--- config.mk ---
export PLATFORM = sky130hd
export DESIGN_NAME = marker_length_frame_deframer_core
export DESIGN_NICKNAME = d
export VERILOG_FILES = /design/src/rtl/core/mlfd_pkg.sv /design/src/rtl/core/marker_length_frame_deframer_core.sv /design/src/rtl/core/mlfd_head_match.sv
export VERILOG_INCLUDE_DIRS = /design/src /design/src/rtl/core
export SDC_FILE = /design/constraint.sdc
export NUM_CORES = 1
export LEC_CHECK = 0
export ABC_CLOCK_PERIOD_IN_PS = 14600
export BUFFER_PORTS_ARGS = -buffer_cell sky130_fd_sc_hd__buf_2
export CORE_ASPECT_RATIO = 0.5
export CORE_UTILIZATION = 45
export CTS_CLUSTER_DIAMETER = 200
export CTS_CLUSTER_SIZE = 20
export DETAILED_ROUTE_END_ITERATION = 16
export PLACE_DENSITY = 0.7
export SYNTH_ARGS = -nofsm -noshare
export SYNTH_HDL_FRONTEND = slang
export SYNTH_SLANG_ARGS = --single-unit
export TNS_END_PERCENT = 30
--- constraint.sdc ---
create_clock -name aclk -period 14.6 [get_ports aclk]
set_input_delay 0.73 -clock aclk [delete_from_list [all_inputs] [get_ports aclk]]
set_output_delay 0.73 -clock aclk [all_outputs]
set_load 0.05 [all_outputs]
--- src/rtl/core/marker_length_frame_deframer_core_macros.svh ---
// ============================================================================
// Assertion macros for the marker/length frame deframer
// Shared concurrent assertion forms, clocked on aclk and disabled in reset.
// ============================================================================
`ifndef MARKER_LENGTH_FRAME_DEFRAMER_CORE_MACROS_SVH
`define MARKER_LENGTH_FRAME_DEFRAMER_CORE_MACROS_SVH

// Consequent must hold in the same cycle as the antecedent.
`define MLFD_ASSERT_SAME(label, ante, cons, msg) \
    label: assert property (@(posedge aclk) disable iff (!aresetn) (ante) |-> (cons)) \
        else $error(msg);

// Consequent must hold in the cycle after the antecedent.
`define MLFD_ASSERT_NEXT(label, ante, cons, msg) \
    label: assert property (@(posedge aclk) disable iff (!aresetn) (ante) |=> (cons)) \
        else $error(msg);

`endif

--- src/rtl/core/mlfd_pkg.sv ---
// ============================================================================
// Marker/length frame deframer package
// Frame phases, configuration register indexes and fixed field widths.
// ============================================================================
package mlfd_pkg;

    typedef enum logic [1:0] {
        PH_HUNT = 2'd0,
        PH_LEN  = 2'd1,
        PH_BODY = 2'd2,
        PH_TAIL = 2'd3
    } phase_t;

    localparam int unsigned CFG_INDEX_W = 2;
    localparam int unsigned CFG_DATA_W  = 64;

    localparam logic [CFG_INDEX_W-1:0] CFG_HEAD_PATTERN = 2'd0;
    localparam logic [CFG_INDEX_W-1:0] CFG_HEAD_LENGTH  = 2'd1;
    localparam logic [CFG_INDEX_W-1:0] CFG_TAIL_PATTERN = 2'd2;
    localparam logic [CFG_INDEX_W-1:0] CFG_TAIL_LENGTH  = 2'd3;

    localparam int unsigned PATTERN_W   = 64;
    localparam int unsigned MARK_LEN_W  = 4;
    localparam int unsigned BODY_LEN_W  = 32;
    localparam int unsigned FIELD_IDX_W = 4;
    localparam int unsigned LEN_BYTES   = 4;

endpackage

--- src/rtl/core/marker_length_frame_deframer_core.sv ---
// ============================================================================
// Marker/length frame deframer core
// Hunts for a head marker in a byte stream, reads a 4-byte little-endian
// body length, passes the body bytes and checks an optional tail marker.
//
//   Channel   Ports                                   Direction  Moves
//   s_        s_valid s_ready s_in_byte               in         one stream byte
//   m_        m_valid m_ready m_has_data m_out_byte   out        body byte / frame end
//             m_frame_end m_tail_ok
//   cfg_      cfg_we cfg_index cfg_wdata              in         register write
//
// One byte is accepted per cycle unless a held result stalls it. A byte is held
// in the input register; the phase logic and head window compare, both
// combinational, then load the result register, so each result passes through
// the input register and then the result register.
// Reset is synchronous and active low; it resets the configuration, valid and
// frame state registers and restarts the hunt. A valid result holds while
// m_ready is low; an empty input register takes one more byte, then s_ready drops.
// ============================================================================
`include "marker_length_frame_deframer_core_macros.svh"

module marker_length_frame_deframer_core
    import mlfd_pkg::*;
#(
    parameter int unsigned MAX_HEAD_BYTES = 8,
    parameter int unsigned MAX_TAIL_BYTES = 8
) (
    input  logic                   aclk,
    input  logic                   aresetn,

    input  logic                   cfg_we,
    input  logic [CFG_INDEX_W-1:0] cfg_index,
    input  logic [CFG_DATA_W-1:0]  cfg_wdata,

    input  logic                   s_valid,
    output logic                   s_ready,
    input  logic [7:0]             s_in_byte,

    output logic                   m_valid,
    input  logic                   m_ready,
    output logic                   m_has_data,
    output logic [7:0]             m_out_byte,
    output logic                   m_frame_end,
    output logic                   m_tail_ok
);

    localparam int unsigned WIN_W = 8 * MAX_HEAD_BYTES;
    localparam int unsigned LEN_W = $clog2(MAX_HEAD_BYTES + 1);

    // Configuration registers.
    logic [PATTERN_W-1:0]  head_pattern_reg;
    logic [MARK_LEN_W-1:0] head_length_reg;
    logic [PATTERN_W-1:0]  tail_pattern_reg;
    logic [MARK_LEN_W-1:0] tail_length_reg;

    // Input register.
    logic       in_valid_reg;
    logic [7:0] in_byte_reg;

    // Frame state.
    phase_t                 phase_reg, phase_next;
    logic [WIN_W-1:0]       head_window_reg, head_window_next;
    logic [LEN_W-1:0]       window_fill_reg, window_fill_next;
    logic [BODY_LEN_W-1:0]  length_accum_reg, length_accum_next;
    logic [BODY_LEN_W-1:0]  bytes_left_reg, bytes_left_next;
    logic [FIELD_IDX_W-1:0] field_index_reg, field_index_next;
    logic                   tail_mismatch_reg, tail_mismatch_next;

    // Result register.
    logic       m_valid_reg, m_valid_next;
    logic       m_has_data_reg, m_has_data_next;
    logic [7:0] m_out_byte_reg, m_out_byte_next;
    logic       m_frame_end_reg, m_frame_end_next;
    logic       m_tail_ok_reg, m_tail_ok_next;

    logic                   proc_fire;
    logic [LEN_W-1:0]       head_len_eff;
    logic [MARK_LEN_W-1:0]  tail_len_eff;
    logic [WIN_W-1:0]       window_shifted;
    logic [LEN_W-1:0]       fill_inc;
    logic                   head_match;
    logic [BODY_LEN_W-1:0]  accum_merged;
    logic [FIELD_IDX_W-1:0] index_inc;
    logic [7:0]             tail_want;

    assign proc_fire = in_valid_reg && (!m_valid_reg || m_ready);
    assign s_ready   = !in_valid_reg || proc_fire;

    assign m_valid     = m_valid_reg;
    assign m_has_data  = m_has_data_reg;
    assign m_out_byte  = m_out_byte_reg;
    assign m_frame_end = m_frame_end_reg;
    assign m_tail_ok   = m_tail_ok_reg;

    // Marker lengths outside the supported range are clamped.
    always_comb begin
        if (head_length_reg == '0) begin
            head_len_eff = LEN_W'(1);
        end else if (head_length_reg > MARK_LEN_W'(MAX_HEAD_BYTES)) begin
            head_len_eff = LEN_W'(MAX_HEAD_BYTES);
        end else begin
            head_len_eff = LEN_W'(head_length_reg);
        end
        if (tail_length_reg > MARK_LEN_W'(MAX_TAIL_BYTES)) begin
            tail_len_eff = MARK_LEN_W'(MAX_TAIL_BYTES);
        end else begin
            tail_len_eff = tail_length_reg;
        end
    end

    assign window_shifted = {in_byte_reg, head_window_reg[WIN_W-1:8]};
    assign fill_inc = (window_fill_reg < LEN_W'(MAX_HEAD_BYTES)) ?
                      window_fill_reg + LEN_W'(1) : window_fill_reg;
    assign accum_merged = length_accum_reg |
                          (BODY_LEN_W'(in_byte_reg) << {field_index_reg[1:0], 3'b000});
    assign index_inc = field_index_reg + FIELD_IDX_W'(1);
    assign tail_want = tail_pattern_reg[{field_index_reg[2:0], 3'b000} +: 8];

    mlfd_head_match #(
        .MAX_HEAD_BYTES(MAX_HEAD_BYTES)
    ) u_head_match (
        .window       (window_shifted),
        .head_pattern (head_pattern_reg),
        .head_len     (head_len_eff),
        .match        (head_match)
    );

    // Configuration writes.
    always_ff @(posedge aclk) begin
        if (!aresetn) begin
            head_pattern_reg <= '0;
            head_length_reg  <= MARK_LEN_W'(1);
            tail_pattern_reg <= '0;
            tail_length_reg  <= '0;
        end else if (cfg_we) begin
            case (cfg_index)
                CFG_HEAD_PATTERN: head_pattern_reg <= cfg_wdata;
                CFG_HEAD_LENGTH:  head_length_reg  <= cfg_wdata[MARK_LEN_W-1:0];
                CFG_TAIL_PATTERN: tail_pattern_reg <= cfg_wdata;
                CFG_TAIL_LENGTH:  tail_length_reg  <= cfg_wdata[MARK_LEN_W-1:0];
                default: ;
            endcase
        end
    end

    // Phase logic and result formation.
    always_comb begin
        phase_next         = phase_reg;
        head_window_next   = head_window_reg;
        window_fill_next   = window_fill_reg;
        length_accum_next  = length_accum_reg;
        bytes_left_next    = bytes_left_reg;
        field_index_next   = field_index_reg;
        tail_mismatch_next = tail_mismatch_reg;

        m_valid_next     = m_valid_reg && !m_ready;
        m_has_data_next  = m_has_data_reg;
        m_out_byte_next  = m_out_byte_reg;
        m_frame_end_next = m_frame_end_reg;
        m_tail_ok_next   = m_tail_ok_reg;

        if (proc_fire) begin
            case (phase_reg)
                PH_HUNT: begin
                    head_window_next = window_shifted;
                    window_fill_next = fill_inc;
                    if ((fill_inc >= head_len_eff) && head_match) begin
                        phase_next        = PH_LEN;
                        head_window_next  = '0;
                        window_fill_next  = '0;
                        length_accum_next = '0;
                        field_index_next  = '0;
                    end
                end
                PH_LEN: begin
                    length_accum_next = accum_merged;
                    field_index_next  = index_inc;
                    if (field_index_reg == FIELD_IDX_W'(LEN_BYTES - 1)) begin
                        bytes_left_next    = accum_merged;
                        field_index_next   = '0;
                        tail_mismatch_next = 1'b0;
                        if (accum_merged != '0) begin
                            phase_next = PH_BODY;
                        end else if (tail_len_eff != '0) begin
                            phase_next = PH_TAIL;
                        end else begin
                            // Empty body and no tail: the frame ends here.
                            phase_next        = PH_HUNT;
                            length_accum_next = '0;
                            bytes_left_next   = '0;
                            m_valid_next      = 1'b1;
                            m_has_data_next   = 1'b0;
                            m_out_byte_next   = '0;
                            m_frame_end_next  = 1'b1;
                            m_tail_ok_next    = 1'b1;
                        end
                    end
                end
                PH_BODY: begin
                    bytes_left_next  = bytes_left_reg - BODY_LEN_W'(1);
                    m_valid_next     = 1'b1;
                    m_has_data_next  = 1'b1;
                    m_out_byte_next  = in_byte_reg;
                    m_frame_end_next = 1'b0;
                    m_tail_ok_next   = 1'b0;
                    if (bytes_left_reg == BODY_LEN_W'(1)) begin
                        field_index_next   = '0;
                        tail_mismatch_next = 1'b0;
                        if (tail_len_eff != '0) begin
                            phase_next = PH_TAIL;
                        end else begin
                            phase_next        = PH_HUNT;
                            length_accum_next = '0;
                            m_frame_end_next  = 1'b1;
                            m_tail_ok_next    = 1'b1;
                        end
                    end
                end
                PH_TAIL: begin
                    tail_mismatch_next = tail_mismatch_reg || (tail_want != in_byte_reg);
                    field_index_next   = index_inc;
                    if (index_inc >= tail_len_eff) begin
                        phase_next         = PH_HUNT;
                        head_window_next   = '0;
                        window_fill_next   = '0;
                        length_accum_next  = '0;
                        bytes_left_next    = '0;
                        field_index_next   = '0;
                        tail_mismatch_next = 1'b0;
                        m_valid_next       = 1'b1;
                        m_has_data_next    = 1'b0;
                        m_out_byte_next    = '0;
                        m_frame_end_next   = 1'b1;
                        m_tail_ok_next     = !(tail_mismatch_reg || (tail_want != in_byte_reg));
                    end
                end
                default: begin
                    phase_next = PH_HUNT;
                end
            endcase
        end
    end

    always_ff @(posedge aclk) begin
        if (!aresetn) begin
            in_valid_reg      <= 1'b0;
            m_valid_reg       <= 1'b0;
            phase_reg         <= PH_HUNT;
            head_window_reg   <= '0;
            window_fill_reg   <= '0;
            length_accum_reg  <= '0;
            bytes_left_reg    <= '0;
            field_index_reg   <= '0;
            tail_mismatch_reg <= 1'b0;
        end else begin
            if (s_ready) begin
                in_valid_reg <= s_valid;
            end
            m_valid_reg       <= m_valid_next;
            phase_reg         <= phase_next;
            head_window_reg   <= head_window_next;
            window_fill_reg   <= window_fill_next;
            length_accum_reg  <= length_accum_next;
            bytes_left_reg    <= bytes_left_next;
            field_index_reg   <= field_index_next;
            tail_mismatch_reg <= tail_mismatch_next;
        end
    end

    always_ff @(posedge aclk) begin
        if (s_valid && s_ready) begin
            in_byte_reg <= s_in_byte;
        end
        m_has_data_reg  <= m_has_data_next;
        m_out_byte_reg  <= m_out_byte_next;
        m_frame_end_reg <= m_frame_end_next;
        m_tail_ok_reg   <= m_tail_ok_next;
    end

    `MLFD_ASSERT_SAME(a_mid_frame_has_data, m_valid && !m_frame_end, m_has_data && !m_tail_ok,
        "result without frame end must carry a body byte")
    `MLFD_ASSERT_SAME(a_body_count_live, phase_reg == PH_BODY, bytes_left_reg != '0,
        "body phase entered with no bytes left")
    `MLFD_ASSERT_SAME(a_len_index_range, phase_reg == PH_LEN,
        field_index_reg < FIELD_IDX_W'(LEN_BYTES), "length byte index out of range")
    `MLFD_ASSERT_NEXT(a_end_restarts_hunt, proc_fire && m_valid_next && m_frame_end_next,
        phase_reg == PH_HUNT && window_fill_reg == '0, "frame end did not restart the hunt")

endmodule

--- src/rtl/core/mlfd_head_match.sv ---
// ============================================================================
// Head marker window compare
// Compares the newest head_len bytes of the sliding window with the low
// bytes of the head pattern.
// ============================================================================
module mlfd_head_match
    import mlfd_pkg::*;
#(
    parameter int unsigned MAX_HEAD_BYTES = 8
) (
    input  logic [8*MAX_HEAD_BYTES-1:0]         window,
    input  logic [PATTERN_W-1:0]                head_pattern,
    input  logic [$clog2(MAX_HEAD_BYTES+1)-1:0] head_len,
    output logic                                match
);

    localparam int unsigned WIN_W = 8 * MAX_HEAD_BYTES;
    localparam int unsigned LEN_W = $clog2(MAX_HEAD_BYTES + 1);

    logic [LEN_W-1:0] gap;
    logic [WIN_W-1:0] newest;

    // The newest bytes sit at the top of the window; bring them down to byte 0.
    assign gap    = LEN_W'(MAX_HEAD_BYTES) - head_len;
    assign newest = window >> {gap, 3'b000};

    always_comb begin
        match = 1'b1;
        for (int k = 0; k < MAX_HEAD_BYTES; k++) begin
            if ((LEN_W'(k) < head_len) && (newest[8*k +: 8] != head_pattern[8*k +: 8])) begin
                match = 1'b0;
            end
        end
    end

endmodule

-- Yosys cells after proc, flatten, opt, wreduce, memory -nomap -nowiden
Cells that the tools add are included.
Widths: inputs -> output; s select.
- bits in registers: 296
- input bits: 79
- output and inout bits: 13
- word-level logic and storage cells: 169
- add/subtract/negate cells: 4
- $lt $le $gt $ge: 13
- equal/unequal tests: 24
- shift-type cells: 3
- mux-type cells: 69
- bitwise operators: 1
- reduce and logical (&&, ||, !) cells: 37
- operators with widths (kind ; number):
    $mux 32 ; 8
    $mux 64 ; 2
    $pmux 32 s4 ; 1
    $pmux 64 s2 ; 1
    $pmux 32 s3 ; 1
    $ne 8x8->1 ; 9
    $shiftx 64x7->8 ; 1
    $shr 64x7->64 ; 1
    $mux 4 ; 10
    $eq 32x1->1 const B ; 1
    $mux 8 ; 4
    $or 32x32->32 ; 1
    $reduce_bool 32->1 ; 1
    $shl 8x5->32 ; 1
    $sub 32x1->32 const B ; 1
    $mux 1 ; 27
    $pmux 8 s3 ; 1
    $lt 3x4->1 const A ; 4
    $pmux 4 s4 ; 1
    $pmux 1 s3 ; 5
    $ne 2x2->1 const B ; 7
    $logic_and 1x1->1 ; 12
    $mux 2 ; 6
    $reduce_and 5->1 ; 2
    other kinds (23) ; 43

-- Logic depth before layout (Yosys ltp)
- word-level depth: 18
- mapped depth: 23
- mapped depth without buffers: 15

-- Cells and area by module
Synthesis repeated with hierarchy kept, for this count alone.
- cells, all modules: 1867
- area total of the unflattened synthesis: 15512.4 sq um
- modules (own cells, without submodules) (module ; instances ; cells an instance ; area each (sq um) ; sequential area each (sq um)):
    marker_length_frame_deframer_core ; 1 ; 1449 ; 12132.9 ; 5955.7
    mlfd_head_match ; 1 ; 418 ; 3379.5 ; 0.0

-- Worst setup path before layout
No wires, ideal clock.
- path kind: reg-to-reg
- start point: register head_length_reg[1]
- end point: register head_window_reg[59]
- library setup time: 117 ps
- arrival: 4748 ps
- data required time: 14483 ps
- path slack: 9735 ps
- cell stages (with the launch flop): 22
- path buffers: 8
- period minus slack after synthesis: 4865 ps
- cells stage by stage: dfxtp_1 buf_6 o21ba_2 nor2_4 inv_2 buf_1 ha_1 buf_2 clkbuf_1 buf_1 mux4_2 o21ai_0 a2bb2oi_1 o21ai_0 a31oi_1 a2111o_1 o31a_1 and3_1 clkbuf_2 buf_6 buf_6 a22o_1
- longest elaborated chain between the ends: 18
- elaborated cells on any way between the ends: 42
- classes of those cells: add/sub: 1; order compare: 10; eq/ne: 8; shift: 1; mux: 12; reduce/logical: 10
- RTL lines (what ; RTL line ; text):
    from (decl) ; marker_length_frame_deframer_core.sv:52 ; logic [MARK_LEN_W-1:0] head_length_reg;
    from (signal assigned) ; marker_length_frame_deframer_core.sv:138 ; CFG_HEAD_LENGTH: head_length_reg <= cfg_wdata[MARK_LEN_W-1:0];
    $gt 4x4->1 ; marker_length_frame_deframer_core.sv:99 ; end else if (head_length_reg > MARK_LEN_W'(MAX_HEAD_BYTES)) begin
    $mux 4 ; marker_length_frame_deframer_core.sv:99 ;
    $mux 4 * ; marker_length_frame_deframer_core.sv:97 ; if (head_length_reg == '0) begin
    $sub 4x4->4 ; mlfd_head_match.sv:24 ; assign gap = LEN_W'(MAX_HEAD_BYTES) - head_len;
    $shr 64x7->64 ; mlfd_head_match.sv:25 ; assign newest = window >> {gap, 3'b000};
    $ne 8x8->1 ; mlfd_head_match.sv:30 ; if ((LEN_W'(k) < head_len) && (newest[8*k +: 8] != head_pattern[8*k +: 8])) begin
    $logic_and 1x1->1 ; mlfd_head_match.sv:30 ;
    $mux 1 (8 in a row) ; mlfd_head_match.sv:30 ;
    $logic_and 1x1->1 * ; marker_length_frame_deframer_core.sv:167 ; if ((fill_inc >= head_len_eff) && head_match) begin
    $mux 64 * ; marker_length_frame_deframer_core.sv:167 ;
    $pmux 64 s2 * ; marker_length_frame_deframer_core.sv:163 ; case (phase_reg)
    to (signal assigned) ; marker_length_frame_deframer_core.sv:261 ; head_window_reg <= head_window_next;
    to (decl) ; marker_length_frame_deframer_core.sv:62 ; logic [WIN_W-1:0] head_window_reg, head_window_next;
Every way passes the cells marked *; elsewhere a longest branch is shown, timed or not.
A chain may end at the register's enable or synchronous reset.

-- Worst setup path in the final report
- start point: register head_length_reg[2]
- end point: register length_accum_reg[20]
- longest elaborated chain between the ends: 18
- elaborated cells on any way between the ends: 42
- classes of those cells: add/sub: 1; order compare: 10; eq/ne: 9; shift: 1; mux: 10; reduce/logical: 11
- RTL lines (what ; RTL line ; text):
    $gt 4x4->1 ; marker_length_frame_deframer_core.sv:99 ;
    $mux 4 ; marker_length_frame_deframer_core.sv:99 ;
    $mux 4 * ; marker_length_frame_deframer_core.sv:97 ;
    $sub 4x4->4 ; mlfd_head_match.sv:24 ;
    $shr 64x7->64 ; mlfd_head_match.sv:25 ;
    $ne 8x8->1 ; mlfd_head_match.sv:30 ;
    $logic_and 1x1->1 ; mlfd_head_match.sv:30 ;
    $mux 1 (8 in a row) ; mlfd_head_match.sv:30 ;
    $logic_and 1x1->1 * ; marker_length_frame_deframer_core.sv:167 ;
    $ne 2x2->1 (no line) * ; - ;
    $reduce_and 5->1 (no line) * ; - ;
    to (signal assigned) ; marker_length_frame_deframer_core.sv:263 ; length_accum_reg <= length_accum_next;
    to (decl) ; marker_length_frame_deframer_core.sv:64 ; logic [BODY_LEN_W-1:0] length_accum_reg, length_accum_next;
Marked as above.

==> qor.csv <==
stage,metric,value,unit
run_status,status,"finished, final reports clean",
sta,Rel. slew slack,0.1774,
layout,final cell count without fillers,2290,
sta,Achievable Freq,145.8,MHz
global_route,pin count of the biggest net entering global routing,90,
critical_path,crit-path cells,o21ba_2 -> nor2_4 -> inv_2 -> ha_1 -> xnor2_2 -> buf_4 -> mux2_1 -> a222oi_1 -> xor2_1 -> nand4_1 -> nor4_1 -> a31oi_1 -> o41a_1 -> buf_4 -> o21a_1 -> o21a_1,
routing,mean routed wirelength per cell,21.39,um
critical_path,delay of the slowest critical-path stage,0.69,ns
yosys,post-synthesis instance total,1865,
yosys,Netlist cell types,88,
floorplanning,Die Area,35230,sq um
worst_hold_path,Hold/Removal Path Class,in -> reg,
floorplanning,Initial Utilization,0.4632,
yosys,most common cell in the synthesized netlist,nand2_1,
cts,CTS Sinks,288,
floorplanning,CORE AREA,33460,sq um
cts,Root Buffer,clkbuf_16,
placed_design,Final HPWL DP,33700,um
power_and_ir_drop,Pleak,5.840,nW
floorplanning,chip width,264.5,um
yosys,top cell type's share of synthesized area,0.3475,
layout,fin util,0.4960,
layout,Final Instance Area,16600,sq um
cts,CTS tree,built,
sta,Clock Skew,0.02847,ns
sta,RSZ-0062 raised after global routing,no,
yosys,asr flop ratio synth,0,
yosys,sequential-to-total area share from yosys stat,0.3843,
routing,DRC Markers,0,
sta,fin worst setup slack,7.742,ns
cts,Max Buffers Root-to-Sink,3,
critical_path,Worst R2R Start,head_length_reg[2]$_SDFFE_PN0P_,
cts,TritonCTS Buffers,18,
global_route,first-pass GRT wire length,75340,um
layout,n_diodes,0,
routing,WL final,48990,um
placed_design,Port Buffer Count,91,
sta,final setup vio count,0,
cts,clock-pin slew on the worst setup and hold paths,0.09,ns
layout,share of cells above drive strength 1,0.1136,
yosys,cell taking the most area after synthesis,dfxtp_1,
critical_path,reg2reg path depth,16,
placed_design,pre-CTS setup slack,8.056,ns
power_and_ir_drop,worst vdd ir,60.78,uV
critical_path,r2r setup slk,7.74,ns
critical_path,Critical Path Slowest Stage Cell,dfxtp_1,
floorplanning,IO Count,92,
sta,ratio of final minimum period to clock period,0.4698,
worst_hold_path,hold path startpoint,s_in_byte[3],
yosys,mean area per synthesized cell,8.310,sq um
critical_path,crit-path max FO,48,
cts,worst skew pair latency,0.53,ns
yosys,"EDFF count, synth",19,
global_route,vias in the first global route,13050,
routing,First-pass DRT Iterations,9,
critical_path,Critical Path RT,15.01,ns
yosys,top post-synthesis cells by count,"nand2_1 (367), dfxtp_1 (269), a21oi_1 (222)",
yosys,mapped cell area,15500,sq um
routing,DR vias/cell,6.230,
cts,CTS resizes,0,
sta,Final Critical Period,6.858,ns
cts,cts hold-fix bufs,0,
sta,Final Hold Fails,0,
floorplanning,# rows,47,
routing,routed via count,14270,
placed_design,GPL Wtd Cong,1.044,
critical_path,RR Endpoint,length_accum_reg[20]$_SDFFE_PN0P_,
job,max-cap violations,0,
yosys,Synth area leaders,"dfxtp_1 (35%), nand2_1 (8.9%), a21oi_1 (7.2%)",
worst_hold_path,Min-Delay Path Depth,1,
yosys,ys flop type,dfxtp_1,
sta,Slew @ Worst Pin,1.234,ns
sta,Slew Limit Fails,0,
yosys,Synth Register Bits,288,
placed_design,placed cells,2267,
layout,area grow syn2layout,7.080,%
worst_hold_path,Hold EP,in_byte_reg[3]$_DFFE_PP_,
cts,postcts setup bufs,0,
yosys,post-synth net total,1957,
yosys,Synth warnings,0,
global_route,Total Routing Usage GR,0.2710,
critical_path,CP startpoint kind,register,
critical_path,Crit path arrival time,7.27,ns
critical_path,Critical Path End Type,register,
global_route,total congestion overflow,0,
critical_path,critical path class,reg -> reg,
routing,initial drt markers,1728,
cts,H-tree depth,1,
global_route,initial antenna violation count,0,
floorplanning,die height,133.2,um
routing,antenna-violating nets left,0,
power_and_ir_drop,P per Cell Area,92.06,nW/um^2
placed_design,Placed Area,16090,sq um
layout,nets,1938,
sta,TNS Setup,0,ns
per-layer routing:
layer  global-route usage  up-vias  wire length, um
met1               0.3788     6824            21540
met4              0.08269        0             1546
met2               0.4137      629            21380
met3              0.06451      105             4518
met5                    0        -                0
li1                     -     6708                -
worst max-delay path, delay by kind of cell, from the launching register on:
| family | cells | cell delay (ns) |
|---|---|---|
| muxes | 1 | 0.39 |
| buffers and inverters | 3 | 1.21 |
| and+or+nand+nor | 3 | 0.92 |
| AOI/OAI and AO/OA | 6 | 2.31 |
| xor gates and xnor gates | 2 | 0.51 |
| DFF | 1 | 0.69 |
| adders and majority gates | 1 | 0.66 |
final cells by class:
| cell class | count | area (sq um) |
|---|---|---|
| multi-input cells | 1389 | 8801 |
| flip-flops and latches | 288 | 5956 |
| well taps | 441 | 551.8 |
| clock inverters | 1 | 16.27 |
| inverters | 29 | 111.4 |
| repair buffers | 120 | 673.1 |
| clock buffers | 22 | 486.7 |
| fillers | 3163 | 16860 |
worst max path at each step:
stage / startpoint / endpoint / slack, ns / cells past startpoint
5_1_grt: head_length_reg[2]$_SDFFE_PN0P_ / length_accum_reg[15]$_SDFFE_PN0P_ / 7.45 / 16
3_3_place_gp: head_length_reg[2]$_SDFFE_PN0P_ / length_accum_reg[8]$_SDFFE_PN0P_ / 8.13 / 16
3_5_place_dp: head_length_reg[2]$_SDFFE_PN0P_ / length_accum_reg[17]$_SDFFE_PN0P_ / 8.06 / 16
6_report: head_length_reg[2]$_SDFFE_PN0P_ / length_accum_reg[20]$_SDFFE_PN0P_ / 7.74 / 16
4_1_cts: head_length_reg[2]$_SDFFE_PN0P_ / length_accum_reg[17]$_SDFFE_PN0P_ / 8.04 / 16
2_1_floorplan: head_length_reg[1]$_SDFFE_PN0P_ / head_window_reg[59]$_SDFFE_PN0P_ / 9.74 / 21
metrics by stage:
stage | hold WS, ns | total power, mW
floorplan | 0.4331 | 0.9675
global placement | 0.4397 | 1.030
detailed placement | 0.4456 | 1.031
CTS | 0.3634 | 1.532
global route | 0.3598 | 1.582
finish | 0.3793 | 1.528
logic make-up (layout without fill, tap and decap cells):
| kind of cell | count (synthesis) | in the layout | synth area share |
|---|---|---|---|
| simple gates | 687 | 687 | 0.2063 |
| fa+ha+maj | 14 | 14 | 0.01114 |
| xor+xnor | 56 | 56 | 0.03213 |
| flops | 288 | 288 | 0.3843 |
| mux | 85 | 85 | 0.08210 |
| buf+inv | 188 | 172 | 0.04989 |
| compound gates | 547 | 547 | 0.2342 |
power by group:
| group | switching [mW] | leakage (nW) | internal (mW) |
|---|---|---|---|
| Combinational | 0.123 | 3.22 | 0.0674 |
| Sequential | 0.0190 | 2.37 | 0.809 |
| Clock | 0.272 | 0.245 | 0.237 |
| Total | 0.414 | 5.84 | 1.11 |
cell usage in the layout, fill, tap and decap left out, types with 14 or more instances in the layout:
cell type,instances
nand2_1,367
dfxtp_1,269
a21oi_1,222
buf_2,91
nor2_1,85
o21ai_0,58
a22o_1,58
nor3_1,48
mux2i_1,45
xnor2_1,35
mux4_2,33
nor2b_1,31
buf_4,29
o21a_1,28
inv_1,27
o32ai_1,25
nor4_1,20
a32oi_1,20
xor2_1,19
nand3_1,19
clkbuf_16,19
edfxtp_1,19
or3_1,18
a31oi_1,18
a22oi_1,18
nand4_1,14
Power figures use the tool's default switching activity.
